`config.mk`:
```
export PLATFORM = sky130hd
export DESIGN_NAME = aabb_collision_resolver
export DESIGN_NICKNAME = d
export VERILOG_FILES = /design/src/sv/aabb_cr_pkg.sv /design/src/sv/aabb_collision_resolver.sv
export SDC_FILE = /design/constraint.sdc
export NUM_CORES = 2
export LEC_CHECK = 0
export BUFFER_PORTS_ARGS = -buffer_cell sky130_fd_sc_hd__buf_2
export CORE_ASPECT_RATIO = 1.2
export CORE_MARGIN = 2
export CORE_UTILIZATION = 55
export CTS_CLUSTER_SIZE = 14
export DETAILED_ROUTE_END_ITERATION = 12
export PLACE_DENSITY = 0.84
export SLEW_MARGIN = 40
export SYNTH_ARGS = -nofsm -noshare
export SYNTH_HDL_FRONTEND = slang
export SYNTH_SLANG_ARGS = --single-unit
```
`constraint.sdc`:
```
create_clock -name clk -period 23.9 [get_ports clk]
set_input_delay 1.195 -clock clk [delete_from_list [all_inputs] [get_ports clk]]
set_output_delay 1.195 -clock clk [all_outputs]
set_load 0.02 [all_outputs]
```
`src/sv/aabb_cr_pkg.sv`:
```
// Package for the AABB collision resolver: register indexes, item codes,
// fixed register widths and reset values.
// No dependencies; used by aabb_collision_resolver.
`default_nettype none

package aabb_cr_pkg;

  // Fixed widths of the configuration registers and of the rebound scaling.
  localparam int HALF_W        = 18;
  localparam int REBOUND_W     = 9;
  localparam int REBOUND_SHIFT = 8;
  localparam int CFG_INDEX_W   = 1;
  localparam int CFG_DATA_W    = HALF_W;

  // Configuration register indexes.
  localparam logic [CFG_INDEX_W-1:0] REG_HALF_SIZE      = 1'b0;
  localparam logic [CFG_INDEX_W-1:0] REG_REBOUND_FACTOR = 1'b1;

  // Register reset values: half-size 10.0 and rebound factor 1.0.
  localparam logic [HALF_W-1:0]    HALF_SIZE_RST      = 18'd2560;
  localparam logic [REBOUND_W-1:0] REBOUND_FACTOR_RST = 9'd256;

  // Item function codes.
  localparam logic FUNC_LOAD    = 1'b0;
  localparam logic FUNC_RESOLVE = 1'b1;

  // Box kinds.
  localparam logic KIND_SOLID   = 1'b0;
  localparam logic KIND_CONTAIN = 1'b1;

endpackage

`default_nettype wire

```
`src/sv/aabb_collision_resolver.sv`:
```
// One square body resolved against axis-aligned boxes, one word per cycle unless stalled.
// Depends on aabb_cr_pkg for register indexes, item codes and fixed widths.
// Each input word is either a load of position and velocity or a resolve
// against a solid or containment box.
`default_nettype none

// The block accepts one word per clock cycle while the result side does not
// stall, and returns one result word for each. The word is first captured in
// an input register; its result then moves into the result register unless
// that register is still held by a stalled receiver. A single combinational
// pass feeds both that register and the body state, so the following word already
// sees the updated body. That pass covers the saturating box edges, the
// overlap and centre comparisons, the push, and the multiplication of the
// velocity by the rebound factor. s_axis_tready follows m_axis_tready
// combinationally when both registers are full; an empty input register
// always accepts. Configuration writes are taken in any cycle (cfg_ready is
// tied high) and should only be issued while the block is idle.
module aabb_collision_resolver #(
  parameter int COORD_BITS = 24
) (
  input  wire logic                                         clk,
  input  wire logic                                         rst,
  // Configuration write channel.
  input  wire logic                                         cfg_valid,
  output logic                                              cfg_ready,
  input  wire logic [aabb_cr_pkg::CFG_INDEX_W-1:0]          cfg_index,
  input  wire logic [aabb_cr_pkg::CFG_DATA_W-1:0]           cfg_data,
  // Input words.
  input  wire logic                                         s_axis_tvalid,
  output logic                                              s_axis_tready,
  // From bit 0: load_pos_x, load_pos_y, load_vel_x, load_vel_y,
  // box_min_x, box_max_x, box_min_y, box_max_y.
  input  wire logic [8*COORD_BITS-1:0]                      s_axis_tdata,
  // From bit 0: func, box_kind.
  input  wire logic [1:0]                                   s_axis_tuser,
  // Result words.
  output logic                                              m_axis_tvalid,
  input  wire logic                                         m_axis_tready,
  // From bit 0: out_pos_x, out_pos_y, out_vel_x, out_vel_y, zero fill.
  output logic [((4*COORD_BITS+7)/8)*8-1:0]                 m_axis_tdata,
  // Bit 0: hit.
  output logic                                              m_axis_tuser
);

  localparam int CW    = COORD_BITS;
  // Working width: holds sums of coordinates and half-size and the rebound
  // product before saturation.
  localparam int AW    = CW + aabb_cr_pkg::REBOUND_W + 2;
  localparam int OUT_W = ((4*CW+7)/8)*8;

  localparam logic signed [AW-1:0] SMAX = {{(AW-CW+1){1'b0}}, {(CW-1){1'b1}}};
  localparam logic signed [AW-1:0] SMIN = {{(AW-CW+1){1'b1}}, {(CW-1){1'b0}}};

  // Sign extension of a coordinate to the working width.
  function automatic logic signed [AW-1:0] ext(input logic signed [CW-1:0] a);
    return {{(AW-CW){a[CW-1]}}, a};
  endfunction

  // Saturation of a working-width value to the coordinate range.
  function automatic logic signed [CW-1:0] sat(input logic signed [AW-1:0] v);
    logic signed [CW-1:0] r;
    if (v > SMAX) begin
      r = SMAX[CW-1:0];
    end else if (v < SMIN) begin
      r = SMIN[CW-1:0];
    end else begin
      r = v[CW-1:0];
    end
    return r;
  endfunction

  // Rebound: negate, scale by the unsigned Q1.8 factor, floor-shift and saturate.
  function automatic logic signed [CW-1:0] rebound(
    input logic signed [CW-1:0]                 v,
    input logic [aabb_cr_pkg::REBOUND_W-1:0]    rf
  );
    logic signed [CW:0]                         nv;
    logic signed [aabb_cr_pkg::REBOUND_W:0]     rf_s;
    logic signed [AW-1:0]                       prod;
    nv   = -{v[CW-1], v};
    rf_s = {1'b0, rf};
    prod = AW'(nv) * AW'(rf_s);
    return sat(prod >>> aabb_cr_pkg::REBOUND_SHIFT);
  endfunction

  // Configuration registers.
  logic [aabb_cr_pkg::HALF_W-1:0]    half_size;
  logic [aabb_cr_pkg::REBOUND_W-1:0] rebound_factor;

  // Body state.
  logic signed [CW-1:0] pos_x, pos_y, vel_x, vel_y;

  // Input register.
  logic              in_vld;
  logic              in_func;
  logic              in_kind;
  logic [8*CW-1:0]   in_data;

  // Result register.
  logic [4*CW-1:0]   out_data;
  logic              out_hit;

  logic advance;

  // Fields of the captured word.
  logic signed [CW-1:0] ld_px, ld_py, ld_vx, ld_vy;
  logic signed [CW-1:0] bmin_x, bmax_x, bmin_y, bmax_y;

  // Datapath signals.
  logic signed [AW-1:0] h;
  logic signed [CW-1:0] clo_x, chi_x, clo_y, chi_y;
  logic signed [CW-1:0] smin_x, smax_x, smin_y, smax_y;
  logic signed [AW-1:0] ov_x, ov_y;
  logic signed [AW-1:0] ssum_x, ssum_y, bsum_x, bsum_y;
  logic                 up_x, up_y;
  logic signed [CW-1:0] push_x, push_y;
  logic signed [CW-1:0] rb_x, rb_y;
  logic signed [CW-1:0] pos_x_next, pos_y_next, vel_x_next, vel_y_next;
  logic                 hit_next;

  assign ld_px  = in_data[0*CW +: CW];
  assign ld_py  = in_data[1*CW +: CW];
  assign ld_vx  = in_data[2*CW +: CW];
  assign ld_vy  = in_data[3*CW +: CW];
  assign bmin_x = in_data[4*CW +: CW];
  assign bmax_x = in_data[5*CW +: CW];
  assign bmin_y = in_data[6*CW +: CW];
  assign bmax_y = in_data[7*CW +: CW];

  // Handshake: the result register moves when empty or taken, and the input
  // register refills whenever it is empty or moving on.
  assign advance       = !m_axis_tvalid || m_axis_tready;
  assign s_axis_tready = !in_vld || advance;
  assign cfg_ready     = 1'b1;

  // Configuration writes.
  always_ff @(posedge clk) begin
    if (rst) begin
      half_size      <= aabb_cr_pkg::HALF_SIZE_RST;
      rebound_factor <= aabb_cr_pkg::REBOUND_FACTOR_RST;
    end else if (cfg_valid && cfg_ready) begin
      unique case (cfg_index)
        aabb_cr_pkg::REG_HALF_SIZE:      half_size <= cfg_data;
        aabb_cr_pkg::REG_REBOUND_FACTOR:
          rebound_factor <= cfg_data[aabb_cr_pkg::REBOUND_W-1:0];
        default: ;
      endcase
    end
  end

  // Containment box shrunk by the half-size.
  assign h     = {{(AW-aabb_cr_pkg::HALF_W){1'b0}}, half_size};
  assign clo_x = sat(ext(bmin_x) + h);
  assign chi_x = sat(ext(bmax_x) - h);
  assign clo_y = sat(ext(bmin_y) + h);
  assign chi_y = sat(ext(bmax_y) - h);

  // Body extent and overlap with a solid box.
  assign smin_x = sat(ext(pos_x) - h);
  assign smax_x = sat(ext(pos_x) + h);
  assign smin_y = sat(ext(pos_y) - h);
  assign smax_y = sat(ext(pos_y) + h);

  assign ov_x = ((smax_x < bmax_x) ? ext(smax_x) : ext(bmax_x))
              - ((smin_x > bmin_x) ? ext(smin_x) : ext(bmin_x));
  assign ov_y = ((smax_y < bmax_y) ? ext(smax_y) : ext(bmax_y))
              - ((smin_y > bmin_y) ? ext(smin_y) : ext(bmin_y));

  // Push direction from the centres, compared as edge sums; equal centres
  // push against the velocity.
  assign ssum_x = ext(smin_x) + ext(smax_x);
  assign ssum_y = ext(smin_y) + ext(smax_y);
  assign bsum_x = ext(bmin_x) + ext(bmax_x);
  assign bsum_y = ext(bmin_y) + ext(bmax_y);
  assign up_x   = (ssum_x > bsum_x) || ((ssum_x == bsum_x) && (vel_x <= 0));
  assign up_y   = (ssum_y > bsum_y) || ((ssum_y == bsum_y) && (vel_y <= 0));
  assign push_x = sat(up_x ? ext(pos_x) + ov_x : ext(pos_x) - ov_x);
  assign push_y = sat(up_y ? ext(pos_y) + ov_y : ext(pos_y) - ov_y);

  // Rebounded velocities, used on whichever axis is hit.
  assign rb_x = rebound(vel_x, rebound_factor);
  assign rb_y = rebound(vel_y, rebound_factor);

  // Next body state and hit flag for the word in the input register.
  always_comb begin
    pos_x_next = pos_x;
    pos_y_next = pos_y;
    vel_x_next = vel_x;
    vel_y_next = vel_y;
    hit_next   = 1'b0;
    if (in_func == aabb_cr_pkg::FUNC_LOAD) begin
      pos_x_next = ld_px;
      pos_y_next = ld_py;
      vel_x_next = ld_vx;
      vel_y_next = ld_vy;
    end else if (in_kind == aabb_cr_pkg::KIND_CONTAIN) begin
      // The low edge is tested first; in an inverted box a position below
      // the low bound goes there and any other position goes to the high one.
      if (pos_x < clo_x) begin
        pos_x_next = clo_x;
        vel_x_next = rb_x;
        hit_next   = 1'b1;
      end else if (pos_x > chi_x) begin
        pos_x_next = chi_x;
        vel_x_next = rb_x;
        hit_next   = 1'b1;
      end
      if (pos_y < clo_y) begin
        pos_y_next = clo_y;
        vel_y_next = rb_y;
        hit_next   = 1'b1;
      end else if (pos_y > chi_y) begin
        pos_y_next = chi_y;
        vel_y_next = rb_y;
        hit_next   = 1'b1;
      end
    end else if ((ov_x > 0) && (ov_y > 0)) begin
      // Push out along the axis of smaller overlap; a tie goes to Y.
      hit_next = 1'b1;
      if (ov_x < ov_y) begin
        pos_x_next = push_x;
        vel_x_next = rb_x;
      end else begin
        pos_y_next = push_y;
        vel_y_next = rb_y;
      end
    end
  end

  // Input register control.
  always_ff @(posedge clk) begin
    if (rst) begin
      in_vld <= 1'b0;
    end else if (s_axis_tready) begin
      in_vld <= s_axis_tvalid;
    end
  end

  // Input register payload.
  always_ff @(posedge clk) begin
    if (s_axis_tvalid && s_axis_tready) begin
      in_func <= s_axis_tuser[0];
      in_kind <= s_axis_tuser[1];
      in_data <= s_axis_tdata;
    end
  end

  // Body state and result valid.
  always_ff @(posedge clk) begin
    if (rst) begin
      m_axis_tvalid <= 1'b0;
      pos_x         <= '0;
      pos_y         <= '0;
      vel_x         <= '0;
      vel_y         <= '0;
    end else if (advance) begin
      m_axis_tvalid <= in_vld;
      if (in_vld) begin
        pos_x <= pos_x_next;
        pos_y <= pos_y_next;
        vel_x <= vel_x_next;
        vel_y <= vel_y_next;
      end
    end
  end

  // Result register payload.
  always_ff @(posedge clk) begin
    if (advance && in_vld) begin
      out_data <= {vel_y_next, vel_x_next, pos_y_next, pos_x_next};
      out_hit  <= hit_next;
    end
  end

  assign m_axis_tdata = OUT_W'(out_data);
  assign m_axis_tuser = out_hit;

  // A result word only appears after a word has been held in the input register.
  a_out_from_input: assert property (@(posedge clk) disable iff (rst)
    $rose(m_axis_tvalid) |-> $past(in_vld))
    else $error("result word appeared with no captured input word");

  // A load never reports a hit.
  a_load_no_hit: assert property (@(posedge clk) disable iff (rst)
    (in_vld && advance && (in_func == aabb_cr_pkg::FUNC_LOAD)) |=> !m_axis_tuser)
    else $error("load word reported a hit");

  // The body state moves only when a word is committed.
  a_state_hold: assert property (@(posedge clk) disable iff (rst)
    !(in_vld && advance) |=> ($stable(pos_x) && $stable(pos_y)
                              && $stable(vel_x) && $stable(vel_y)))
    else $error("body state changed with no committed word");

  // A pending result always shows the current body state.
  a_result_is_state: assert property (@(posedge clk) disable iff (rst)
    m_axis_tvalid |-> (out_data == {vel_y, vel_x, pos_y, pos_x}))
    else $error("result word differs from body state");

endmodule

`default_nettype wire
```
# == Yosys cells after proc, flatten, opt, wreduce, memory -nomap -nowiden ==
# Index checks and enable logic that the tools add are counted.
# classes
addsub,20
multipliers,2
div,0
order_cmp,39
eq_ne,2
n_shift,0
n_mux,60
n_bitwise,1
n_reduce_logical,14
# op_table
operator,count
2-to-1 mux 24 bit,48
2-to-1 mux 35 bit,6
greater-than comparator 25 x 24 -> 1 bit (second input constant),8
< comparator 25 x 24 -> 1 bit (second input constant),8
adder 24 x 19 -> 25 bit,4
adder 24 x 24 -> 25 bit,4
subtractor 24 x 19 -> 25 bit,4
greater-than comparator 24 bit,4
< comparator 24 bit,4
adder 24 x 35 -> 35 bit,2
greater-than comparator 35 x 1 -> 1 bit (second input constant),2
greater-than comparator 35 x 24 -> 1 bit (second input constant),2
< comparator 35 x 24 -> 1 bit (second input constant),2
multiplier 25 x 10 -> 35 bit,2
subtractor 24 x 35 -> 35 bit,2
subtractor 35 bit,2
greater-than comparator 27 x 24 -> 1 bit (second input constant),2
< comparator 27 x 24 -> 1 bit (second input constant),2
== test 25 bit,2
greater-than comparator 25 bit,2
negator 25 bit,2
<= comparator 24 x 1 -> 1 bit (second input constant),2
< comparator 35 bit,1
2-to-1 mux 1 bit,6
5 further kinds,15
# word_totals
ff_bits,416
latchBits,0
ram_bits,0
romBits,0
input_bits,218
out_inout_bits,100
word_cells,151
memories,0

# == Longest topological paths before layout ==
# depth
ltp_word,16
depth_mapped,68
depth_no_buf,64

# == Worst setup path before layout ==
# Ideal clock, no wire load.
# synth_path
path_type,reg2reg
from,register half_size[1] in the netlist's numbering
to,register pos_y[16]
setup_ns,0.301
t_arrival_ns,12.908
t_required_ns,23.599
slack_ns,10.691
path_stages_with_launch,62
path_buffers,3
synth_period_minus_slack_ns,13.209
path_cell_list,dfxtp_1 -> inv_1 -> ha_1 -> nor2b_1 -> o21ai_0 -> a21oi_1 -> o21ai_0 -> a21oi_1 -> o21ai_0 -> a21oi_1 -> o31ai_1 -> a2111oi_0 -> o31ai_1 -> nor4_1 -> a22o_1 -> clkbuf_1 -> clkbuf_1 -> o21ai_0 -> [... 26 more ...] -> o31ai_1 -> xnor2_1 -> ha_1 -> a211oi_2 -> o2111ai_1 -> nand3_1 -> o21ai_1 -> or4_1 -> a211oi_2 -> mux2i_1 -> a2111o_1 -> or4_1 -> or4b_1 -> o22ai_1 -> nand2_1 -> a31o_2 -> o2111ai_1 -> a31oi_1
# synth_via
elab_chain_cells,16
elab_cells_between_ends,64
classes_between,add/sub: 11; order compare: 24; eq/ne: 1; mux: 25; reduce/logical: 3
# synth_lines
item,line,rtl
start: declaration,aabb_collision_resolver.sv:87,logic [aabb_cr_pkg::HALF_W-1:0] half_size;
start signal: assignment,aabb_collision_resolver.sv:139,half_size <= aabb_cr_pkg::HALF_SIZE_RST;
start signal: assignment,aabb_collision_resolver.sv:143,aabb_cr_pkg::REG_HALF_SIZE: half_size <= cfg_data;
adder 24 x 19 -> 25 bit / subtractor 24 x 19 -> 25 bit (equally long branches),"aabb_collision_resolver.sv:162, aabb_collision_resolver.sv:161",
< comparator 25 x 24 -> 1 bit,aabb_collision_resolver.sv:64,end else if (v < SMIN) begin
2-to-1 mux 24 bit,aabb_collision_resolver.sv:64,
2-to-1 mux 24 bit,aabb_collision_resolver.sv:62,if (v > SMAX) begin
"< comparator 24 bit, or another cell as far along",aabb_collision_resolver.sv:166,assign ov_y = ((smax_y < bmax_y) ? ext(smax_y) : ext(bmax_y))
"2-to-1 mux 35 bit, or another cell as far along",aabb_collision_resolver.sv:166,
subtractor 35 bit / logical AND 1 bit (equally long branches),"aabb_collision_resolver.sv:167, aabb_collision_resolver.sv:176",
"subtractor 24 x 35 -> 35 bit, or another cell as far along",aabb_collision_resolver.sv:178,assign push_y = sat(up_y ? ext(pos_y) + ov_y : ext(pos_y) - ov_y);
2-to-1 mux 35 bit,aabb_collision_resolver.sv:178,
< comparator 35 x 24 -> 1 bit,aabb_collision_resolver.sv:64,
2-to-1 mux 24 bit,aabb_collision_resolver.sv:64,
2-to-1 mux 24 bit,aabb_collision_resolver.sv:62,
2-to-1 mux 24 bit,aabb_collision_resolver.sv:220,if (ov_x < ov_y) begin
2-to-1 mux 24 bit,aabb_collision_resolver.sv:217,end else if ((ov_x > 0) && (ov_y > 0)) begin
2-to-1 mux 24 bit *,aabb_collision_resolver.sv:196,end else if (in_kind == aabb_cr_pkg::KIND_CONTAIN) begin
2-to-1 mux 24 bit *,aabb_collision_resolver.sv:191,if (in_func == aabb_cr_pkg::FUNC_LOAD) begin
end signal: assignment,aabb_collision_resolver.sv:260,pos_y <= pos_y_next;
end: declaration,aabb_collision_resolver.sv:91,"logic signed [CW-1:0] pos_x, pos_y, vel_x, vel_y;"
# Mark *: on every way between the ends. The rest lies on a longest branch, timed or not.
# A chain may end at the register's enable or synchronous reset.

# == Worst setup path after layout ==
# layout_path
from,register half_size[1] in the netlist's numbering
to,"register out_data[39], in the netlist m_axis_tdata[39] (data pin)"
# layout_via
elab_chain_cells,16
elab_cells_between_ends,64
classes_between,add/sub: 11; order compare: 24; eq/ne: 1; mux: 25; reduce/logical: 3
# layout_lines
item,line,rtl
adder 24 x 19 -> 25 bit / subtractor 24 x 19 -> 25 bit (equally long branches),"aabb_collision_resolver.sv:162, aabb_collision_resolver.sv:161",
< comparator 25 x 24 -> 1 bit,aabb_collision_resolver.sv:64,
2-to-1 mux 24 bit,aabb_collision_resolver.sv:64,
2-to-1 mux 24 bit,aabb_collision_resolver.sv:62,
"< comparator 24 bit, or another cell as far along",aabb_collision_resolver.sv:166,
"2-to-1 mux 35 bit, or another cell as far along",aabb_collision_resolver.sv:166,
subtractor 35 bit / logical AND 1 bit (equally long branches),"aabb_collision_resolver.sv:167, aabb_collision_resolver.sv:176",
"subtractor 24 x 35 -> 35 bit, or another cell as far along",aabb_collision_resolver.sv:178,
2-to-1 mux 35 bit,aabb_collision_resolver.sv:178,
< comparator 35 x 24 -> 1 bit,aabb_collision_resolver.sv:64,
2-to-1 mux 24 bit,aabb_collision_resolver.sv:64,
2-to-1 mux 24 bit,aabb_collision_resolver.sv:62,
2-to-1 mux 24 bit,aabb_collision_resolver.sv:220,
2-to-1 mux 24 bit,aabb_collision_resolver.sv:217,
2-to-1 mux 24 bit *,aabb_collision_resolver.sv:196,
2-to-1 mux 24 bit *,aabb_collision_resolver.sv:191,
net pos_y_next[15],aabb_collision_resolver.sv:118,"logic signed [CW-1:0] pos_x_next, pos_y_next, vel_x_next, vel_y_next;"
end signal: assignment,aabb_collision_resolver.sv:270,"out_data <= {vel_y_next, vel_x_next, pos_y_next, pos_x_next};"
end: declaration,aabb_collision_resolver.sv:100,logic [4*CW-1:0] out_data;
# The timed path passes the listed nets; every way through them passes the cells marked *.

==> metrics.txt <==
status=finished, final reports clean; mapped cell area=61100 µm²; shortest period the worst path allows=16910 ps; WL/cell=24.2 µm; sequential-to-total area share from yosys stat=18.4%; Cells after Synth=7210; initial antenna violation count=14; first-pass GRT wire length=about 330000 µm; main combinational cell family by area after synthesis=adder cells; drt first-iter violations=5228; CTS resizes=0; Post-CTS Setup Bufs=0; Synth Register Bits=416; skew final=36.5 ps; nets@finish=8792; Core Rows=133; synthesis-to-finish area growth=8.33%; I/O pin count=roughly 320; # setup viols final=0; slew margin rel.=around a third; Post-Place Cells=8778; worst skew pair latency=690 ps; cts hold-fix bufs=0; Placer Congestion=between 1 and 1.5; Final Hold Slack=452 ps; cell mode on critical path=a21oi_1; dpl hpwl=~170000 µm; Crit Path Class=flip-flop to flip-flop; Post-synth top flop=edfxtp_1; unrepaired setup endpoints after global routing=false; core box area=between 100000 and 150000 µm²; Yosys top cell area share=16.0%; routed wl met3=21400 µm; Max Freq=0.0591 GHz; highest routed metal layer=met5; most common cell in the synthesized netlist=ha_1; Adder-Cell Fraction of Synth Area=28.5%; Total Wirelength=between 200000 and 250000 µm; CP max-delay cell=dfxtp_1; crit start category=flip-flop; die height=369 µm; ANT nets after route=0; Multi-input gate area=46500 µm²; CP max FO=26; met1 WL=between 80000 and 90000 µm; WP data required=24270 ps; Root Buffer=clkbuf_16; top cells by area, synth=ha_1 (16%), edfxtp_1 (14%), fa_1 (13%), a21oi_1 (4.6%), inv_1 (4.4%); mean area per synthesized cell=8.48 µm²; post-synthesis compound-gate area fraction=20.7%; Die ar.=114000 µm²; max-cap violations=0; part of the cycle the worst path needs=a little over two thirds; pin count of the biggest net entering global routing=between 150 and 200; pre-CTS setup slack=7650 ps; port bufs=316; GR Util All Layers=between 30% and 40%; post-synth cell types=~120; Final Hold Vio Count=0; reg-to-reg setup timing slack=6990 ps; Slew @ Worst Pin=between 900 and 1000 ps; Vias per Instance=6.42; H-tree Lvls=2; chip width=~310 µm; layout cells sized above 1=9.87%; Yosys warning total=0; setup TNS=0 ps; Worst EP arrival=17280 ps; max-slew violations=0; Initial Utilization=around 56%; Crit path largest cell delay=770 ps; DRC Markers=0; Sink Count=between 400 and 500; Final Non-Filler Cells=approximately 9000; Filler Cells Inserted=9426; Pre-antenna DRT Iters=6; CP endpoint kind=flip-flop; CTS clk-pin slew, worst paths=70 ps; fin worst setup slack=between 6000 and 7000 ps; mux cell area share after synthesis=2.28%; number of global-route vias before repair=56300; via count=57000; Post-Synth XOR/XNOR Area=under 10%; CTS Buffer Depth=3; area leader, netlist=ha_1; CTS buffer count=47; Tightest Hold Check Type=flip-flop to flip-flop; sequential cell area=11200 µm²; met2 routed WL=around 96000 µm; simple-gate portion of the synthesized area=between 10% and 20%; TritonCTS clock tree=built; ys async rst share=0%; EDFF count, synth=about 290; most instantiated cells after synthesis=ha_1 (780), inv_1 (718), nand2_1 (561); GRT overflow=0; Mapped Nets=8592
-- cell type report --
class / count / share of cell area, %
Tap cell: 1417 / 2.68
Multi-Input combinational cell: 5807 / 70.2
Antenna cell: 7 / 0.0265
Sequential cell: 416 / 17.0
Inverter: 721 / 4.10
Clock inverter: 32 / 0.567
Timing Repair Buffer: 417 / 3.57
Clock buffer: 55 / 1.90
-- metrics by stage --
stage / utilization [%] / area, µm²
after CTS: 60.1 / 66100
after global routing: 60.3 / 66200
after detailed placement: 58.7 / 64400
after floorplan: - / 61100
after global placement: 58.6 / 64300
final: 60.3 / 66200
-- cell families after synthesis --
kind of cell / Yosys count
fa+ha+maj: 1164
compound gates: 1901
xor+xnor: 430
mux: 132
flops: 416
buf+inv: 987
simple gates: 2179
other cells: 1
-- critical path, delay by kind of cell, from the launching register on --
kind                     cells  cell delay, ps
AND/OR/NAND/NOR             16            4380
XOR/XNOR                     2             250
flip-flops                   1             770
buffers and inverters        1             340
multiplexers                 3            1270
adder cells (fa/ha/maj)      4            1360
AO/OA/AOI/OAI               33            8190
-- registers in the layout, indices dropped and copies added, names as in the netlist, 9 cells and up --
name	flops
rebound_factor	9
half_size	18
vel_x	24
vel_y	24
pos_x	24
m_axis_tdata	96
pos_y	24
in_data	192
-- layer usage --
metal,track usage (%),vias up
li1,-,25900
met2,59.2,2934
met3,8.15,733
met5,0,-
met4,23.3,8
met1,45.9,27400
-- cell usage in the layout (no fill, tap or decap), types with 33 or more instances in the layout --
| master | instances |
|---|---|
| edfxtp_1 | 291 |
| ha_1 | 780 |
| clkbuf_16 | 48 |
| nand4_1 | 85 |
| buf_4 | 98 |
| o21a_1 | 68 |
| buf_2 | 315 |
| nor4_1 | 40 |
| o21ai_0 | 394 |
| o21bai_1 | 61 |
| a21oi_1 | 555 |
| nand3_1 | 127 |
| a21o_1 | 199 |
| inv_1 | 716 |
| a31oi_1 | 54 |
| o211ai_1 | 58 |
| mux2_2 | 56 |
| o2bb2ai_1 | 45 |
| nand2b_1 | 92 |
| xor2_1 | 137 |
| dfxtp_1 | 124 |
| fa_1 | 384 |
| xnor2_1 | 273 |
| nand2_1 | 560 |
| or3_1 | 33 |
| and3_1 | 59 |
| and2_1 | 322 |
| a211oi_1 | 63 |
| nor2_1 | 486 |
| mux2i_1 | 74 |
| nor2b_1 | 107 |
| nor3_1 | 138 |
-- worst paths after layout --
check	from	endpoint	depth (start not counted)
max	half_size[1]$_SDFFE_PP0P_	m_axis_tdata[39]$_DFFE_PP_	59
min	rebound_factor[4]$_SDFFE_PP0P_	rebound_factor[4]$_SDFFE_PP0P_	2
max reg2reg	half_size[1]$_SDFFE_PP0P_	m_axis_tdata[39]$_DFFE_PP_	59
min reg2reg	rebound_factor[4]$_SDFFE_PP0P_	rebound_factor[4]$_SDFFE_PP0P_	2
Power is left out: the tool's default activity adds up to more than one toggle a clock period on the data nets, which glitch-free logic cannot reach.
